==> src/rtl/sidr_pkg.sv <==
// ----------------------------------------------------------------------------
// sidr_pkg
// Shared types and constants of the serial image download receiver.
// ----------------------------------------------------------------------------
package sidr_pkg;

    // Data bytes between two chunk acknowledgements.
    localparam int ACK_INTERVAL_DEF = 250;

    // Burst of results caused by one input item.
    localparam int BURST_MAX = 5;
    localparam int BURST_CW  = $clog2(BURST_MAX + 1);

    // Register map, by word index.
    localparam logic [2:0] REG_KERNEL_TYPE = 3'd0;
    localparam logic [2:0] REG_INITRD_TYPE = 3'd1;
    localparam logic [2:0] REG_KERNEL_BASE = 3'd2;
    localparam logic [2:0] REG_INITRD_BASE = 3'd3;
    localparam logic [2:0] REG_LOADER_LIM  = 3'd4;
    localparam int         APB_AW          = 5;

    localparam logic [31:0] LOADER_LIM_RST = 32'hFFFF_FFFF;

    // Link characters.
    localparam logic [7:0] CH_ETX = 8'h03;
    localparam logic [7:0] CH_G   = 8'h47;
    localparam logic [7:0] CH_O   = 8'h4F;
    localparam logic [7:0] CH_K   = 8'h4B;
    localparam logic [7:0] CH_E   = 8'h45;
    localparam logic [7:0] CH_R   = 8'h52;

    typedef enum logic [1:0] {
        KIND_TX    = 2'd0,
        KIND_WRITE = 2'd1,
        KIND_BOOT  = 2'd2
    } t_kind;

    typedef enum logic [3:0] {
        PH_HDR0  = 4'd0,
        PH_HDR1  = 4'd1,
        PH_TYPE2 = 4'd2,
        PH_TYPE3 = 4'd3,
        PH_SIZE0 = 4'd4,
        PH_SIZE1 = 4'd5,
        PH_SIZE2 = 4'd6,
        PH_SIZE3 = 4'd7,
        PH_DATA  = 4'd8,
        PH_HALT  = 4'd9
    } t_phase;

    typedef struct packed {
        logic [31:0] kernel_type;
        logic [31:0] initrd_type;
        logic [31:0] kernel_base;
        logic [31:0] initrd_base;
        logic [31:0] loader_lim;
    } t_cfg;

    // Entry 0 has kind first_kind; every later entry is a transmit byte.
    typedef struct packed {
        logic [BURST_CW-1:0]          cnt;
        t_kind                        first_kind;
        logic [31:0]                  addr;
        logic [7:0]                   wdata;
        logic [BURST_MAX-1:0][7:0]    tx;
    } t_burst;

endpackage

==> src/rtl/serial_image_download_receiver_core.sv <==
// ----------------------------------------------------------------------------
// serial_image_download_receiver_core
// Boot image receiver over a byte link, with an APB register port.
// ----------------------------------------------------------------------------
// Input stream: s_tuser[0] = 1 asks for the start announcement, 0 carries a
// received link byte in s_tdata. Output stream: each transaction is one
// result; m_tuser gives its kind (transmit byte, memory write, boot request)
// and m_tlast marks the final result caused by one input item.
// The type codes, load bases and loader limit are written over APB while the
// block is idle; the user must keep to this, the block itself does not enforce it.
// An accepted item is held in an input register and is decoded when the
// result register is free or is handing out its final result. Its first
// result reaches the output through the input register and then the result
// register; a busy result register can hold it in between. Results leave at
// one per cycle while m_tready is high, and an item has zero to five results.
// Reset clears the protocol state and loads the register reset values; the
// block then waits for a start request. When the output is stalled the
// current result holds and one more input item is taken into the input
// register before s_tready drops.
// ----------------------------------------------------------------------------
module serial_image_download_receiver_core
    import sidr_pkg::*;
#(
    parameter int ACK_INTERVAL = ACK_INTERVAL_DEF
) (
    input  logic              i_clk,
    input  logic              i_rst_n,
    // Input stream.
    input  logic              s_tvalid,
    output logic              s_tready,
    input  logic [7:0]        s_tdata,   // [7:0] rx_byte
    input  logic [0:0]        s_tuser,   // [0] cmd
    // Output stream.
    output logic              m_tvalid,
    input  logic              m_tready,
    output logic [47:0]       m_tdata,   // [7:0] tx_byte, [39:8] write_address,
                                         // [47:40] write_data
    output logic [1:0]        m_tuser,   // [1:0] kind
    output logic              m_tlast,
    // Configuration port.
    input  logic              psel,
    input  logic              penable,
    input  logic              pwrite,
    input  logic [APB_AW-1:0] paddr,
    input  logic [31:0]       pwdata,
    output logic [31:0]       prdata,
    output logic              pready
);

    // Register file.
    t_cfg       r_cfg;
    logic [2:0] reg_idx;

    assign pready  = 1'b1;
    assign reg_idx = paddr[APB_AW-1:2];

    always_ff @(posedge i_clk) begin
        if (!i_rst_n) begin
            r_cfg.kernel_type <= '0;
            r_cfg.initrd_type <= '0;
            r_cfg.kernel_base <= '0;
            r_cfg.initrd_base <= '0;
            r_cfg.loader_lim  <= LOADER_LIM_RST;
        end else if (psel && penable && pwrite && pready) begin
            case (reg_idx)
                REG_KERNEL_TYPE: r_cfg.kernel_type <= pwdata;
                REG_INITRD_TYPE: r_cfg.initrd_type <= pwdata;
                REG_KERNEL_BASE: r_cfg.kernel_base <= pwdata;
                REG_INITRD_BASE: r_cfg.initrd_base <= pwdata;
                REG_LOADER_LIM:  r_cfg.loader_lim  <= pwdata;
                default: ;
            endcase
        end
    end

    always_comb begin
        case (reg_idx)
            REG_KERNEL_TYPE: prdata = r_cfg.kernel_type;
            REG_INITRD_TYPE: prdata = r_cfg.initrd_type;
            REG_KERNEL_BASE: prdata = r_cfg.kernel_base;
            REG_INITRD_BASE: prdata = r_cfg.initrd_base;
            REG_LOADER_LIM:  prdata = r_cfg.loader_lim;
            default:         prdata = '0;
        endcase
    end

    // Input register.
    logic       r_in_valid;
    logic       r_in_cmd;
    logic [7:0] r_in_byte;

    // Result register.
    logic                r_busy;
    logic [BURST_CW-1:0] r_idx;
    t_burst              r_burst;
    t_burst              burst;

    logic out_fire;
    logic last_entry;
    logic consume;

    assign out_fire   = r_busy && m_tready;
    assign last_entry = (r_idx == r_burst.cnt - BURST_CW'(1));
    assign consume    = r_in_valid && (!r_busy || (out_fire && last_entry));
    assign s_tready   = !r_in_valid || consume;

    always_ff @(posedge i_clk) begin
        if (!i_rst_n) begin
            r_in_valid <= 1'b0;
        end else if (s_tvalid && s_tready) begin
            r_in_valid <= 1'b1;
        end else if (consume) begin
            r_in_valid <= 1'b0;
        end
    end

    always_ff @(posedge i_clk) begin
        if (s_tvalid && s_tready) begin
            r_in_cmd  <= s_tuser[0];
            r_in_byte <= s_tdata;
        end
    end

    sidr_ctrl #(
        .ACK_INTERVAL (ACK_INTERVAL)
    ) u_ctrl (
        .i_clk   (i_clk),
        .i_rst_n (i_rst_n),
        .i_fire  (consume),
        .i_cmd   (r_in_cmd),
        .i_byte  (r_in_byte),
        .i_cfg   (r_cfg),
        .o_burst (burst)
    );

    always_ff @(posedge i_clk) begin
        if (!i_rst_n) begin
            r_busy <= 1'b0;
            r_idx  <= '0;
        end else if (consume) begin
            r_busy <= (burst.cnt != '0);
            r_idx  <= '0;
        end else if (out_fire) begin
            if (last_entry) begin
                r_busy <= 1'b0;
            end else begin
                r_idx <= r_idx + BURST_CW'(1);
            end
        end
    end

    always_ff @(posedge i_clk) begin
        if (consume) begin
            r_burst <= burst;
        end
    end

    // Entry 0 carries the burst's own kind; later entries are transmit bytes.
    t_kind      cur_kind;
    logic [7:0] cur_tx;
    logic       cur_write;

    always_comb begin
        cur_kind  = (r_idx == '0) ? r_burst.first_kind : KIND_TX;
        cur_write = (cur_kind == KIND_WRITE);
        cur_tx    = (cur_kind == KIND_TX) ? r_burst.tx[r_idx] : 8'd0;
    end

    assign m_tvalid = r_busy;
    assign m_tuser  = cur_kind;
    assign m_tlast  = last_entry;
    assign m_tdata  = {cur_write ? r_burst.wdata : 8'd0,
                       cur_write ? r_burst.addr : 32'd0,
                       cur_tx};

endmodule

==> src/rtl/sidr_ctrl.sv <==
// ----------------------------------------------------------------------------
// sidr_ctrl
// Protocol state machine: header, type and size checks, data addressing and
// the result burst for each consumed input item.
// ----------------------------------------------------------------------------
module sidr_ctrl
    import sidr_pkg::*;
#(
    parameter int ACK_INTERVAL = ACK_INTERVAL_DEF
) (
    input  logic       i_clk,
    input  logic       i_rst_n,
    input  logic       i_fire,
    input  logic       i_cmd,
    input  logic [7:0] i_byte,
    input  t_cfg       i_cfg,
    output t_burst     o_burst
);

    localparam int CW = $clog2(ACK_INTERVAL + 1);

    t_phase      r_phase, n_phase;
    logic        r_announced, n_announced;
    logic [31:0] r_header, n_header;
    logic        r_ramdisk, n_ramdisk;
    logic [31:0] r_size, n_size;
    logic [31:0] r_left, n_left;
    logic [31:0] r_addr, n_addr;
    logic [CW-1:0] r_chunk, n_chunk;

    always_ff @(posedge i_clk) begin
        if (!i_rst_n) begin
            r_phase     <= PH_HDR0;
            r_announced <= 1'b0;
            r_header    <= '0;
            r_ramdisk   <= 1'b0;
            r_size      <= '0;
            r_left      <= '0;
            r_addr      <= '0;
            r_chunk     <= '0;
        end else if (i_fire) begin
            r_phase     <= n_phase;
            r_announced <= n_announced;
            r_header    <= n_header;
            r_ramdisk   <= n_ramdisk;
            r_size      <= n_size;
            r_left      <= n_left;
            r_addr      <= n_addr;
            r_chunk     <= n_chunk;
        end
    end

    logic [31:0]   full_header;
    logic [31:0]   full_size;
    logic [31:0]   base;
    logic [31:0]   end_addr;
    logic [CW-1:0] chunk_inc;
    logic [31:0]   left_dec;

    always_comb begin
        full_header = {i_byte, r_header[23:0]};
        full_size   = {i_byte, r_size[23:0]};
        base        = r_ramdisk ? i_cfg.initrd_base : i_cfg.kernel_base;
        end_addr    = base + full_size;
        chunk_inc   = r_chunk + CW'(1);
        left_dec    = r_left - 32'd1;

        n_phase     = r_phase;
        n_announced = r_announced;
        n_header    = r_header;
        n_ramdisk   = r_ramdisk;
        n_size      = r_size;
        n_left      = r_left;
        n_addr      = r_addr;
        n_chunk     = r_chunk;

        o_burst            = '0;
        o_burst.first_kind = KIND_TX;

        if (r_phase != PH_HALT) begin
            if (i_cmd) begin
                if (!r_announced) begin
                    o_burst.cnt   = BURST_CW'(3);
                    o_burst.tx[0] = CH_ETX;
                    o_burst.tx[1] = CH_ETX;
                    o_burst.tx[2] = CH_ETX;
                    n_announced   = 1'b1;
                    n_phase       = PH_HDR0;
                end
            end else if (r_announced) begin
                case (r_phase)
                    PH_HDR0: begin
                        n_header = {24'd0, i_byte};
                        n_phase  = PH_HDR1;
                    end
                    PH_HDR1: begin
                        n_header = {16'd0, i_byte, r_header[7:0]};
                        if (r_header[7:0] == CH_G && i_byte == CH_O) begin
                            o_burst.cnt        = BURST_CW'(1);
                            o_burst.first_kind = KIND_BOOT;
                            n_phase            = PH_HALT;
                        end else begin
                            n_phase = PH_TYPE2;
                        end
                    end
                    PH_TYPE2: begin
                        n_header = {8'd0, i_byte, r_header[15:0]};
                        n_phase  = PH_TYPE3;
                    end
                    PH_TYPE3: begin
                        n_header = full_header;
                        if (full_header != i_cfg.initrd_type &&
                            full_header != i_cfg.kernel_type) begin
                            o_burst.cnt   = BURST_CW'(5);
                            o_burst.tx[0] = CH_E;
                            o_burst.tx[1] = CH_R;
                            o_burst.tx[2] = CH_ETX;
                            o_burst.tx[3] = CH_ETX;
                            o_burst.tx[4] = CH_ETX;
                            n_phase       = PH_HDR0;
                        end else begin
                            // A type word that matches both codes is a ramdisk.
                            n_ramdisk     = (full_header == i_cfg.initrd_type);
                            o_burst.cnt   = BURST_CW'(2);
                            o_burst.tx[0] = CH_O;
                            o_burst.tx[1] = CH_K;
                            n_phase       = PH_SIZE0;
                        end
                    end
                    PH_SIZE0: begin
                        n_size  = {24'd0, i_byte};
                        n_phase = PH_SIZE1;
                    end
                    PH_SIZE1: begin
                        n_size  = {16'd0, i_byte, r_size[7:0]};
                        n_phase = PH_SIZE2;
                    end
                    PH_SIZE2: begin
                        n_size  = {8'd0, i_byte, r_size[15:0]};
                        n_phase = PH_SIZE3;
                    end
                    PH_SIZE3: begin
                        n_size = full_size;
                        if (end_addr > i_cfg.loader_lim) begin
                            o_burst.cnt   = BURST_CW'(5);
                            o_burst.tx[0] = CH_E;
                            o_burst.tx[1] = CH_R;
                            o_burst.tx[2] = CH_ETX;
                            o_burst.tx[3] = CH_ETX;
                            o_burst.tx[4] = CH_ETX;
                            n_phase       = PH_HDR0;
                        end else begin
                            n_left        = full_size;
                            n_addr        = base;
                            n_chunk       = '0;
                            o_burst.tx[0] = CH_O;
                            o_burst.tx[1] = CH_K;
                            if (full_size == 32'd0) begin
                                o_burst.cnt = BURST_CW'(2);
                                n_phase     = PH_HDR0;
                            end else begin
                                // The first chunk is acknowledged right away.
                                o_burst.cnt   = BURST_CW'(4);
                                o_burst.tx[2] = CH_O;
                                o_burst.tx[3] = CH_K;
                                n_phase       = PH_DATA;
                            end
                        end
                    end
                    PH_DATA: begin
                        o_burst.cnt        = BURST_CW'(1);
                        o_burst.first_kind = KIND_WRITE;
                        o_burst.addr       = r_addr;
                        o_burst.wdata      = i_byte;
                        n_addr             = r_addr + 32'd1;
                        n_left             = left_dec;
                        n_chunk            = (chunk_inc >= CW'(ACK_INTERVAL)) ? '0 : chunk_inc;
                        if (left_dec == 32'd0) begin
                            n_phase = PH_HDR0;
                        end else if (chunk_inc >= CW'(ACK_INTERVAL)) begin
                            o_burst.cnt   = BURST_CW'(3);
                            o_burst.tx[1] = CH_O;
                            o_burst.tx[2] = CH_K;
                        end
                    end
                    default: begin
                        n_phase = PH_HDR0;
                    end
                endcase
            end
        end
    end

endmodule
==> config.mk <==
export PLATFORM = sky130hd
export DESIGN_NAME = serial_image_download_receiver_core
export DESIGN_NICKNAME = d
export VERILOG_FILES = /design/src/rtl/sidr_pkg.sv /design/src/rtl/serial_image_download_receiver_core.sv /design/src/rtl/sidr_ctrl.sv
export SDC_FILE = /design/constraint.sdc
export NUM_CORES = 1
export LEC_CHECK = 0
export BUFFER_PORTS_ARGS = -buffer_cell sky130_fd_sc_hd__clkbuf_2
export CAP_MARGIN = 20
export CORE_UTILIZATION = 45
export CTS_CLUSTER_DIAMETER = 120
export DETAILED_ROUTE_END_ITERATION = 10
export PLACE_DENSITY_LB_ADDON = 0.08
export SLEW_MARGIN = 30
export SYNTH_ARGS = -nofsm -noshare
export SYNTH_HDL_FRONTEND = slang
export SYNTH_SLANG_ARGS = --single-unit
==> constraint.sdc <==
create_clock -name i_clk -period 6.6 [get_ports i_clk]
set_input_delay 0.66 -clock i_clk [delete_from_list [all_inputs] [get_ports i_clk]]
set_output_delay 0.66 -clock i_clk [all_outputs]
set_load 0.01 [all_outputs]
==> flow_summary_export.csv, run 1 <==
group,metric,value,unit
cts,cts_tree,"built",
critical_path,cp_max_fo,18,
detailed_routing,wl,73.3,mm
layout,syn_to_final_growth,13.6,%
cts,cts_inserted_buffers,43,
synthesis,ys_seq_area_share,38.4,%
detailed_routing,drt_iter0_drc,1995,
floorplan,die_area,46700,um2
critical_path,reg2reg_to,"u_ctrl.r_addr[27]",
placement,dpl.hpwl,49.1,mm
synthesis,ys_async_sr_fraction,0,%
critical_path,r2r_slack,0.25,ns
synthesis,ys_ff_latch,361,
min_path,holdPathStages,1,
critical_path,crit_path_end_kind,"register",
layout,final_util,51.8,%
critical_path,crit_slowest_cell,"mux2_2",
critical_path,worstSetupPathType,"reg2reg",
layout,multiInputGateArea,11800,um2
timing,fin_worst_skew,0.0246,ns
floorplan,io_pins,139,
synthesis,yosysMostFrequentCell,"nand2_1",
global_route,first_global_vias,18100,
global_route,antenna_found_initial,0,
synthesis,synth_top_area_share,28.2,%
detailed_routing,vias,19800,
status,violations,"DRC",
power,p_leak,9.44,nW
synthesis,synth_cells,2506,
min_path,hold_path_class,"in2reg",
cts,insertion_delay,0.59,ns
global_route,grt_overflow,0,
cts,cts.sinks,361,
power,report.power.total,5.05,mW
floorplan,rows,78,
cts,postCtsHoldBufs,0,
synthesis,synth_cell_type_count,90,
placement,io_buffers,133,
synthesis,postSynthAreaPerCell,8.23,um2
timing,worst_pin_slew,0.973,ns
floorplan,die_h,216,um
timing,max_freq,158,MHz
layout,antennaDiodeCount,0,
critical_path,crit_top_cell,"buf_4",
layout,final_layout_size_suffix_gt1_share,14.7,%
timing,final_max_slew_viol_count,0,
global_route,grt_use_total,30.6,%
cts,clock_path_buffers,3,
synthesis,synth_ff_type,"dfxtp_1",
detailed_routing,drt_pass1_iterations,10,
detailed_routing,drtAntennaViolNets,0,
floorplan,fp.dieW,216,um
critical_path,cp-start-kind,"register",
layout,seq_area,7930,um2
synthesis,synth_edf_count,70,
cts,cts_setup_buffers,0,
critical_path,critPathArrivalTime,6.78,ns
placement,gp_congestion,0.958,
timing,hold_slack,0.257,ns
timing,setup_viol,0,
global_route,grt_max_degree,157,
timing,hold_viol,0,
synthesis,synthTopCellsByArea,"dfxtp_1, edfxtp_1, nand2_1, a21oi_1, ha_1",
cts,ctsRootBufferMaster,"clkbuf_16",
power,powerDensity,215,nW/um2
synthesis,yosysTopAreaCell,"dfxtp_1",
timing,grt_setup_unrepaired,"no",
min_path,hold_start,"s_tdata[5]",
detailed_routing,via_per_inst,6.19,
timing,relSlewSlack,34.7,%
synthesis,netlist_area,20600,um2
floorplan,core,45300,um2
status,status,"finished, violations left",
synthesis,ys_warn_count,0,
detailed_routing,wl_per_cell,23.0,um
critical_path,reg2reg_from,"u_ctrl.r_ramdisk",
placement,dp_worst_setup_slack,0.327,ns
timing,finalCritPeriodShare,96.2,%
detailed_routing,drc,1,
min_path,holdPathEnd,"r_in_byte[5]",
timing,period_needed,6.35,ns
cts,clk_pin_slew,0.06,ns
critical_path,reg2reg_depth,28,
timing,fin_ws,0.251,ns
global_route,grt_pass1_wl,110,mm
layout,layout.nets,2681,
timing,tns,0,ns
cts,htree_levels,2,
power,irDropWorstVdd,0.000184,V
layout,n_fill_cell,4334,
critical_path,max_stage_delay,0.44,ns
floorplan,start_util,45.6,%
synthesis,synth_common_cells,"nand2_1, dfxtp_1, a21oi_1",
critical_path,cp_data_required_time,7.03,ns
run,drv_cap,0,
cts,post_cts_resized,0,
## per-stage QoR
stage          area (um2)  std cells
6_report            23400       3191
4_1_cts             23400       3189
2_1_floorplan       20600       2507
3_3_place_gp        21800       3105
5_1_grt             23400       3191
3_5_place_dp        22000       3109
## power by group
part | leakage, nW | switching, mW | internal, mW | total [mW]
Sequential | 3.01 | 0.0196 | 2.28 | 2.30
Clock | 0.704 | 0.992 | 1.41 | 2.40
Combinational | 5.73 | 0.239 | 0.104 | 0.343
Total | 9.44 | 1.25 | 3.80 | 5.05
## cell usage in the layout (no fill, tap or decap), types with 44 or more instances in the layout
| master | count |
|---|---|
| mux2_2 | 60 |
| dfxtp_1 | 291 |
| clkbuf_2 | 132 |
| and3_1 | 59 |
| edfxtp_1 | 70 |
| ha_1 | 71 |
| and2_1 | 49 |
| clkbuf_16 | 44 |
| buf_4 | 52 |
| nor3_1 | 48 |
| a21oi_1 | 264 |
| o21ai_0 | 46 |
| xnor2_1 | 61 |
| nor2_1 | 137 |
| inv_1 | 64 |
| nand2_1 | 417 |
| a22oi_1 | 64 |
| xor2_1 | 44 |
| nand3_1 | 85 |
## state kept, by name (all words and copies together), names as in the netlist
register            count
u_ctrl.r_chunk          8
r_in_cmd                1
r_in_valid              1
r_burst                61
r_idx                   3
u_ctrl.r_header        24
m_tvalid                1
u_ctrl.r_size          24
u_ctrl.r_ramdisk        1
u_ctrl.r_left          32
u_ctrl.r_addr          32
u_ctrl.r_announced      1
r_in_byte               8
u_ctrl.r_phase          4
r_cfg                 160
## area by class of cell
class / count / share of cell area [%]
clock inverter: 21 / 0.817
multi-input combinational: 1891 / 50.5
inverter: 66 / 1.08
clock buffer: 59 / 5.19
tap: 600 / 3.20
sequential: 361 / 33.8
timing repair buffer: 193 / 5.38
## layer usage
| metal | track usage [%] | vias up | wire length [um] |
|---|---|---|---|
| li1 | - | 9130 | - |
| met1 | 43.1 | 9635 | 32400 |
| met2 | 47.8 | 865 | 33000 |
| met3 | 4.63 | 131 | 5590 |
| met4 | 10.4 | 0 | 2290 |
| met5 | 0 | - | 0 |
## worst max path at each step
stage | from | to | slack [ns] | depth (start not counted)
after floorplan | u_ctrl.r_ramdisk | u_ctrl.r_left[14] | 1.10 | 23
after global routing | u_ctrl.r_ramdisk | u_ctrl.r_addr[27] | 0.03 | 27
after CTS | u_ctrl.r_ramdisk | u_ctrl.r_left[4] | 0.31 | 25
after global placement | u_ctrl.r_ramdisk | u_ctrl.r_left[14] | 0.009 | 24
after detailed placement | u_ctrl.r_ramdisk | u_ctrl.r_left[4] | 0.33 | 25
final | u_ctrl.r_ramdisk | u_ctrl.r_addr[27] | 0.25 | 28
## kinds of logic after synthesis
kind of cell             synth area share (%)
AND/OR/NAND/NOR                          22.2
buffers and inverters                    4.82
AO/OA/AOI/OAI                            20.7
adder cells (fa/ha/maj)                  4.40
other                                  0.0364
flip-flops                               38.4
XOR/XNOR                                 4.57
multiplexers                             4.91
## worst max-delay path, delay by kind of cell, from the launching register on
family	cells	cell delay [ns]
compound gates	15	2.89
buf+inv	7	1.30
fa+ha+maj	2	0.63
mux	1	0.44
flops	1	0.41
simple gates	2	0.37
xor+xnor	1	0.13
Note: power is estimated with default switching activity, not from simulation.
==> run 2: changes to the inputs <==
Settings changed: RECOVER_POWER set to 50.
Clock period 6.6 ns to 5.72 ns, I/O delays scaled along.
==> run 2 against run 1 <==
Compared with the run above: the run ends with capacitance limit, slew limit left; sequential power increased by 15%; power increased by 16%; wire length decreased by 0.55%; combinational power increased by 14%; core utilization increased by 1.2 points; register-to-register slack got worse by 0.05 ns; final cell count increased by 1.8%; non-clock buffer count increased by 58; clock power increased by 17%; critical endpoint is now u_ctrl.r_left[26].
==> flow_summary_export.csv, run 2 (same netlist as run 1, synthesis figures left out) <==
group,metric,value,unit
min_path,hold_start,"s_tuser",
detailed_routing,drt_pass1_iterations,6,
critical_path,reg2reg_from,"u_ctrl.r_ramdisk",
cts,clock_path_buffers,3,
floorplan,io_pins,139,
detailed_routing,wl,72.9,mm
detailed_routing,via_per_inst,6.06,
timing,finalCritPeriodShare,96.5,%
layout,most-common-layout-cells,"nand2_1, dfxtp_1, a21oi_1",
critical_path,r2r_slack,0.20,ns
timing,worst_pin_slew,2.91,ns
timing,hold_viol,0,
min_path,holdPathStages,1,
power,powerDensity,244,nW/um2
placement,gp_congestion,0.964,
min_path,holdPathEnd,"r_in_cmd",
placement,io_buffers,133,
floorplan,rows,78,
status,violations,"capacitance limit, slew limit",
floorplan,fp.dieW,216,um
floorplan,die_area,46700,um2
cts,htree_levels,2,
layout,finalNonFillerCells,3250,
critical_path,critPathArrivalTime,5.98,ns
layout,mostFrequentLayoutCell,"nand2_1",
layout,final_layout_size_suffix_gt1_share,15.8,%
timing,grt_setup_unrepaired,"no",
timing,period_needed,5.52,ns
cts,insertion_delay,0.59,ns
layout,largest_reg_flops,160,
floorplan,die_h,216,um
cts,ctsRootBufferMaster,"clkbuf_16",
timing,setup_viol,0,
layout,largest-register,"r_cfg",
placement,dpl.cell_count,3160,
placement,dpl.hpwl,49.2,mm
global_route,grt_use_total,30.3,%
floorplan,core,45300,um2
cts,postCtsHoldBufs,0,
layout,reg_top3,"r_cfg (160), r_burst (61)",
power,report.power.total,5.85,mW
cts,cts.sinks,361,
global_route,grt_overflow,0,
floorplan,start_util,45.6,%
detailed_routing,drc,0,
global_route,grt_max_degree,92,
critical_path,reg2reg_to,"u_ctrl.r_left[26]",
critical_path,crit_path_end_kind,"register",
timing,fin_ws,0.202,ns
timing,fin_worst_skew,0.0290,ns
power,irDropWorstVdd,0.000326,V
detailed_routing,drtAntennaViolNets,0,
global_route,first_global_vias,18300,
detailed_routing,wl_per_cell,22.4,um
layout,syn_to_final_growth,16.2,%
critical_path,cp-start-kind,"register",
global_route,antenna_found_initial,3,
detailed_routing,drt_iter0_drc,2126,
timing,relSlewSlack,-94.2,%
cts,cts_inserted_buffers,43,
global_route,grt_pass1_wl,109,mm
layout,final_util,53.0,%
timing,final_max_slew_viol_count,271,
critical_path,reg2reg_depth,23,
cts,cts_tree,"built",
layout,layout.nets,2740,
timing,max_freq,181,MHz
critical_path,cp_max_fo,20,
cts,clk_pin_slew,0.06,ns
run,drv_cap,7,
critical_path,worstSetupPathType,"reg2reg",
min_path,hold_path_class,"in2reg",
power,p_leak,9.62,nW
status,status,"finished, violations left",
critical_path,cp_data_required_time,6.18,ns
placement,dp_worst_setup_slack,-0.312,ns
detailed_routing,vias,19700,
==> run 2: cell types whose count changed in the layout (fill, tap and decap cells not counted), sizes merged <==
| cell | before | now |
|---|---|---|
| clkbuf | 191 | 201 |
| clkinv | 16 | 11 |
| clkinvlp | 0 | 1 |
| a21oi | 266 | 267 |
| diode | 0 | 1 |
| buf | 61 | 112 |
==> run 2: per-stage QoR <==
| step | instance area [um2] | setup TNS (ns) | hold WS, ns |
|---|---|---|---|
| 2_1_floorplan | 20600 | 0 | 0.439 |
| 3_5_place_dp | 22300 | -13.75 | 0.458 |
| 4_1_cts | 23700 | 0 | 0.152 |
| 6_report | 24000 | 0 | 0.172 |
| 5_1_grt | 24000 | 0 | 0.162 |
| 3_3_place_gp | 22200 | -7.74 | 0.450 |
==> run 2: worst max-delay path: stages, from the launching register on <==
cell and delay (ns):
dfxtp_4 0.40, mux2_2 0.38, ha_1 0.32, a21o_1 0.18
a21o_1 0.17, a21o_1 0.19, a221o_1 0.36, and2_1 0.19
o31ai_4 0.29, a211oi_2 0.12, buf_4 0.15, o21a_1 0.20
xor2_1 0.15, ha_1 0.27, and4_1 0.23, nand4_1 0.14
o21ai_1 0.17, o31a_1 0.21, o21ai_2 0.08, buf_6 0.14
a21oi_4 0.41, buf_12 0.24, nor3_1 0.07, o221a_2 0.29
==> run 2: repair_timing <==
action / CTS / global route
gates resized for setup: 9 / 42
pin swaps: 3 / 14
gates cloned: 1 / 1
endpoints found under the setup margin: 87 / 88
buffers inserted: 1 / 4
==> run 2: worst max path at each step <==
| stage | slack (ns) | cells after the start | to | from |
|---|---|---|---|---|
| after floorplan | 0.22 | 23 | u_ctrl.r_left[14] | u_ctrl.r_ramdisk |
| after global placement | -0.24 | 27 | u_ctrl.r_addr[31] | u_ctrl.r_ramdisk |
| after detailed placement | -0.31 | 27 | u_ctrl.r_addr[31] | u_ctrl.r_ramdisk |
| after CTS | 0.009 | 25 | u_ctrl.r_phase[3] | u_ctrl.r_ramdisk |
| after global routing | 0.003 | 25 | u_ctrl.r_addr[0] | u_ctrl.r_ramdisk |
| final | 0.20 | 23 | u_ctrl.r_left[26] | u_ctrl.r_ramdisk |
==> run 2: routing by layer <==
metal / up-vias / part of all wire [%] / GRT usage (%) / wire [um]
met5: - / 0.029 / 0 / 21
met4: 4 / 3.7 / 12.7 / 2710
met3: 145 / 7.8 / 5.25 / 5660
met2: 815 / 45 / 46.4 / 32500
met1: 9476 / 44 / 42.0 / 32100
li1: 9254 / - / - / -
==> run 2: layout make-up <==
cell class,instances,area [um2]
clock inverters,17,176
multi-input cells,1892,12000
diodes,1,2.50
clock buffers,62,1250
well taps,600,751
fillers,4267,21300
flip-flops and latches,361,7930
inverters,66,253
repair buffers,251,1630
==> run 2: power by group <==
part,total (mW),switching [mW],internal [mW]
combinational,0.390,0.273,0.117
sequential,2.65,0.0231,2.63
clock,2.80,1.14,1.66
==> run 3: changes to the inputs <==
Clock period 5.72 ns to 4.6 ns, I/O delays scaled along.
==> run 3 against run 2 <==
Compared with the run above: the run ends with capacitance limit, slew limit, setup timing left; hold slack worse by 0.12 ns; die area stayed put; core utilization is 4.1 points higher; combinational power is 25% higher; final cell count is 4.2% higher; design area is 7.8% higher; via count is 2.5% higher.
==> flow_summary_export.csv, run 3 (same netlist as run 1, synthesis figures left out) <==
group,metric,value,unit
global_route,antenna_found_initial,0,
floorplan,die_area,46700,um2
floorplan,io_pins,139,
timing,hold_viol,0,
placement,dp_worst_setup_slack,-0.902,ns
layout,reg_top3,"r_cfg (160), r_burst (61)",
layout,syn_to_final_growth,25.3,%
critical_path,worstSetupPathType,"reg2reg",
detailed_routing,drt_iter0_drc,1820,
power,p_leak,10.6,nW
critical_path,cp-start-kind,"register",
critical_path,cp_max_fo,8,
global_route,grt_pass1_wl,110,mm
layout,layout.nets,2877,
critical_path,crit_path_start,"u_ctrl.r_ramdisk",
detailed_routing,drc,0,
status,violations,"capacitance limit, slew limit, setup timing",
timing,max_freq,187,MHz
min_path,hold_start,"s_tuser",
global_route,grt_use_total,30.4,%
floorplan,start_util,45.6,%
timing,final_max_slew_viol_count,32,
timing,relSlewSlack,-38.4,%
detailed_routing,via_per_inst,5.96,
placement,gp_congestion,0.932,
timing,grt_setup_unrepaired,"yes",
layout,largest-register,"r_cfg",
layout,final_area,25900,um2
run,drv_cap,1,
layout,mostFrequentLayoutCell,"nand2_1",
cts,cts_tree,"built",
min_path,hold_path_class,"in2reg",
layout,antennaDiodeCount,0,
detailed_routing,vias,20200,
detailed_routing,wl_per_cell,21.9,um
timing,fin_ws,-0.741,ns
timing,setup_viol,88,
placement,io_buffers,133,
cts,cts.sinks,361,
cts,ctsRootBufferMaster,"clkbuf_16",
cts,postCtsHoldBufs,0,
floorplan,rows,78,
critical_path,crit_path_end_kind,"register",
cts,htree_levels,2,
critical_path,critPathArrivalTime,5.80,ns
critical_path,max_stage_delay,0.41,ns
cts,clock_path_buffers,3,
layout,largest_reg_flops,160,
timing,fin_worst_skew,0.0278,ns
cts,clk_pin_slew,0.06,ns
floorplan,core,45300,um2
detailed_routing,wl,74.1,mm
critical_path,cp_data_required_time,5.05,ns
detailed_routing,drt_pass1_iterations,7,
placement,dpl.hpwl,51.3,mm
placement,post_dp_cell_area,23500,um2
layout,final_layout_size_suffix_gt1_share,23.1,%
timing,worst_pin_slew,2.08,ns
layout,n_fill_cell,4192,
critical_path,crit_top_cell,"a21o_1",
global_route,grt_max_degree,101,
cts,cts_inserted_buffers,44,
cts,insertion_delay,0.59,ns
timing,finalCritPeriodShare,116,%
global_route,grt_overflow,0,
floorplan,die_h,216,um
floorplan,fp.dieW,216,um
status,status,"finished, violations left",
critical_path,crit_slowest_cell,"dfxtp_4",
timing,period_needed,5.34,ns
power,powerDensity,292,nW/um2
power,irDropWorstVdd,0.000243,V
layout,most-common-layout-cells,"nand2_1, dfxtp_1, a21oi_1",
detailed_routing,drtAntennaViolNets,0,
critical_path,reg2reg_from,"u_ctrl.r_ramdisk",
critical_path,crit_chain,"buf_6 -> mux2_4 -> ha_4 -> a21o_1 -> a21o_1 -> a21o_1 -> a221o_1 -> and2_4 -> o31ai_4 -> buf_4 -> a21oi_4 -> a311o_1 -> ha_1 -> and4_4 -> nand4_1 -> o21ai_1 -> o31a_1 -> o21ai_4 -> buf_12 -> a21oi_4 -> buf_12 -> nor2_4 -> o221a_4",
global_route,first_global_vias,18700,
-- run 3: cell count changes in the layout (fill, tap and decap cells not counted), moves of 8 or more --
cell | previous run | this run
ha_1 | 68 | 58
ha_4 | 3 | 12
clkbuf_1 | 51 | 17
mux2_4 | 3 | 12
o21ai_0 | 44 | 36
a21oi_2 | 6 | 17
buf_4 | 97 | 214
mux2_2 | 57 | 48
clkbuf_2 | 98 | 133
a21oi_1 | 259 | 247
buf_12 | 1 | 15
-- run 3: layout make-up --
class / count / area [um2] / area share, %
Multi-Input combinational cell: 1892 / 12500 / 48.3
Sequential cell: 361 / 7930 / 30.7
Timing Repair Buffer: 387 / 2870 / 11.1
Clock buffer: 64 / 1300 / 5.02
Tap cell: 600 / 751 / 2.90
Clock inverter: 17 / 268 / 1.04
Inverter: 66 / 253 / 0.977
-- run 3: critical path, delay by kind of cell, from the launching register on --
| family | cells | cell delay (ns) |
|---|---|---|
| and+or+nand+nor | 4 | 0.58 |
| DFF | 1 | 0.41 |
| adders and majority gates | 2 | 0.53 |
| buffers and inverters | 4 | 0.65 |
| muxes | 1 | 0.33 |
| AOI/OAI and AO/OA | 12 | 2.72 |
-- run 3: report_power, final --
part | internal [mW] | switching, mW | total (mW) | leakage (nW)
clock network | 2.35 | 1.42 | 3.76 | 0.770
registers | 3.27 | 0.0303 | 3.30 | 3.01
logic | 0.156 | 0.333 | 0.489 | 6.81
-- run 3: worst paths after layout --
kind,end,slack (ns),cells after the start
hold / removal,r_in_cmd,0.05,1
setup / recovery,u_ctrl.r_left[6],-0.74,23
setup reg to reg,u_ctrl.r_left[6],-0.74,23
hold reg to reg,r_cfg[60],0.47,2
-- run 3: routing by layer --
metal,vias to the layer above,track usage [%],wire [um]
li1,9523,-,-
met1,9675,42.0,32200
met2,841,48.9,34300
met3,154,3.49,4960
met4,0,11.0,2670
met5,-,0,0
-- run 3: timing repair --
| action | CTS | global route |
|---|---|---|
| gates resized for setup | 41 | 57 |
| cloned | 0 | 7 |
| pin swaps | 6 | 51 |
| setup buffers | 5 | 22 |
| endpoints found under the setup margin | 88 | 88 |
-- run 3: metrics by stage --
stage / hold WS [ns] / cells / total power, mW / setup TNS [ns] / util (%)
3_3_place_gp: 0.449 / 3273 / 3.84 / -57.08 / 51.8
4_1_cts: 0.0294 / 3359 / 7.60 / -47.81 / 55.7
2_1_floorplan: 0.439 / 2507 / 3.63 / -6.49 / -
3_5_place_dp: 0.460 / 3273 / 3.85 / -70.33 / 51.9
6_report: 0.0529 / 3387 / 7.56 / -52.70 / 57.1
5_1_grt: 0.0360 / 3387 / 7.76 / -67.27 / 57.1
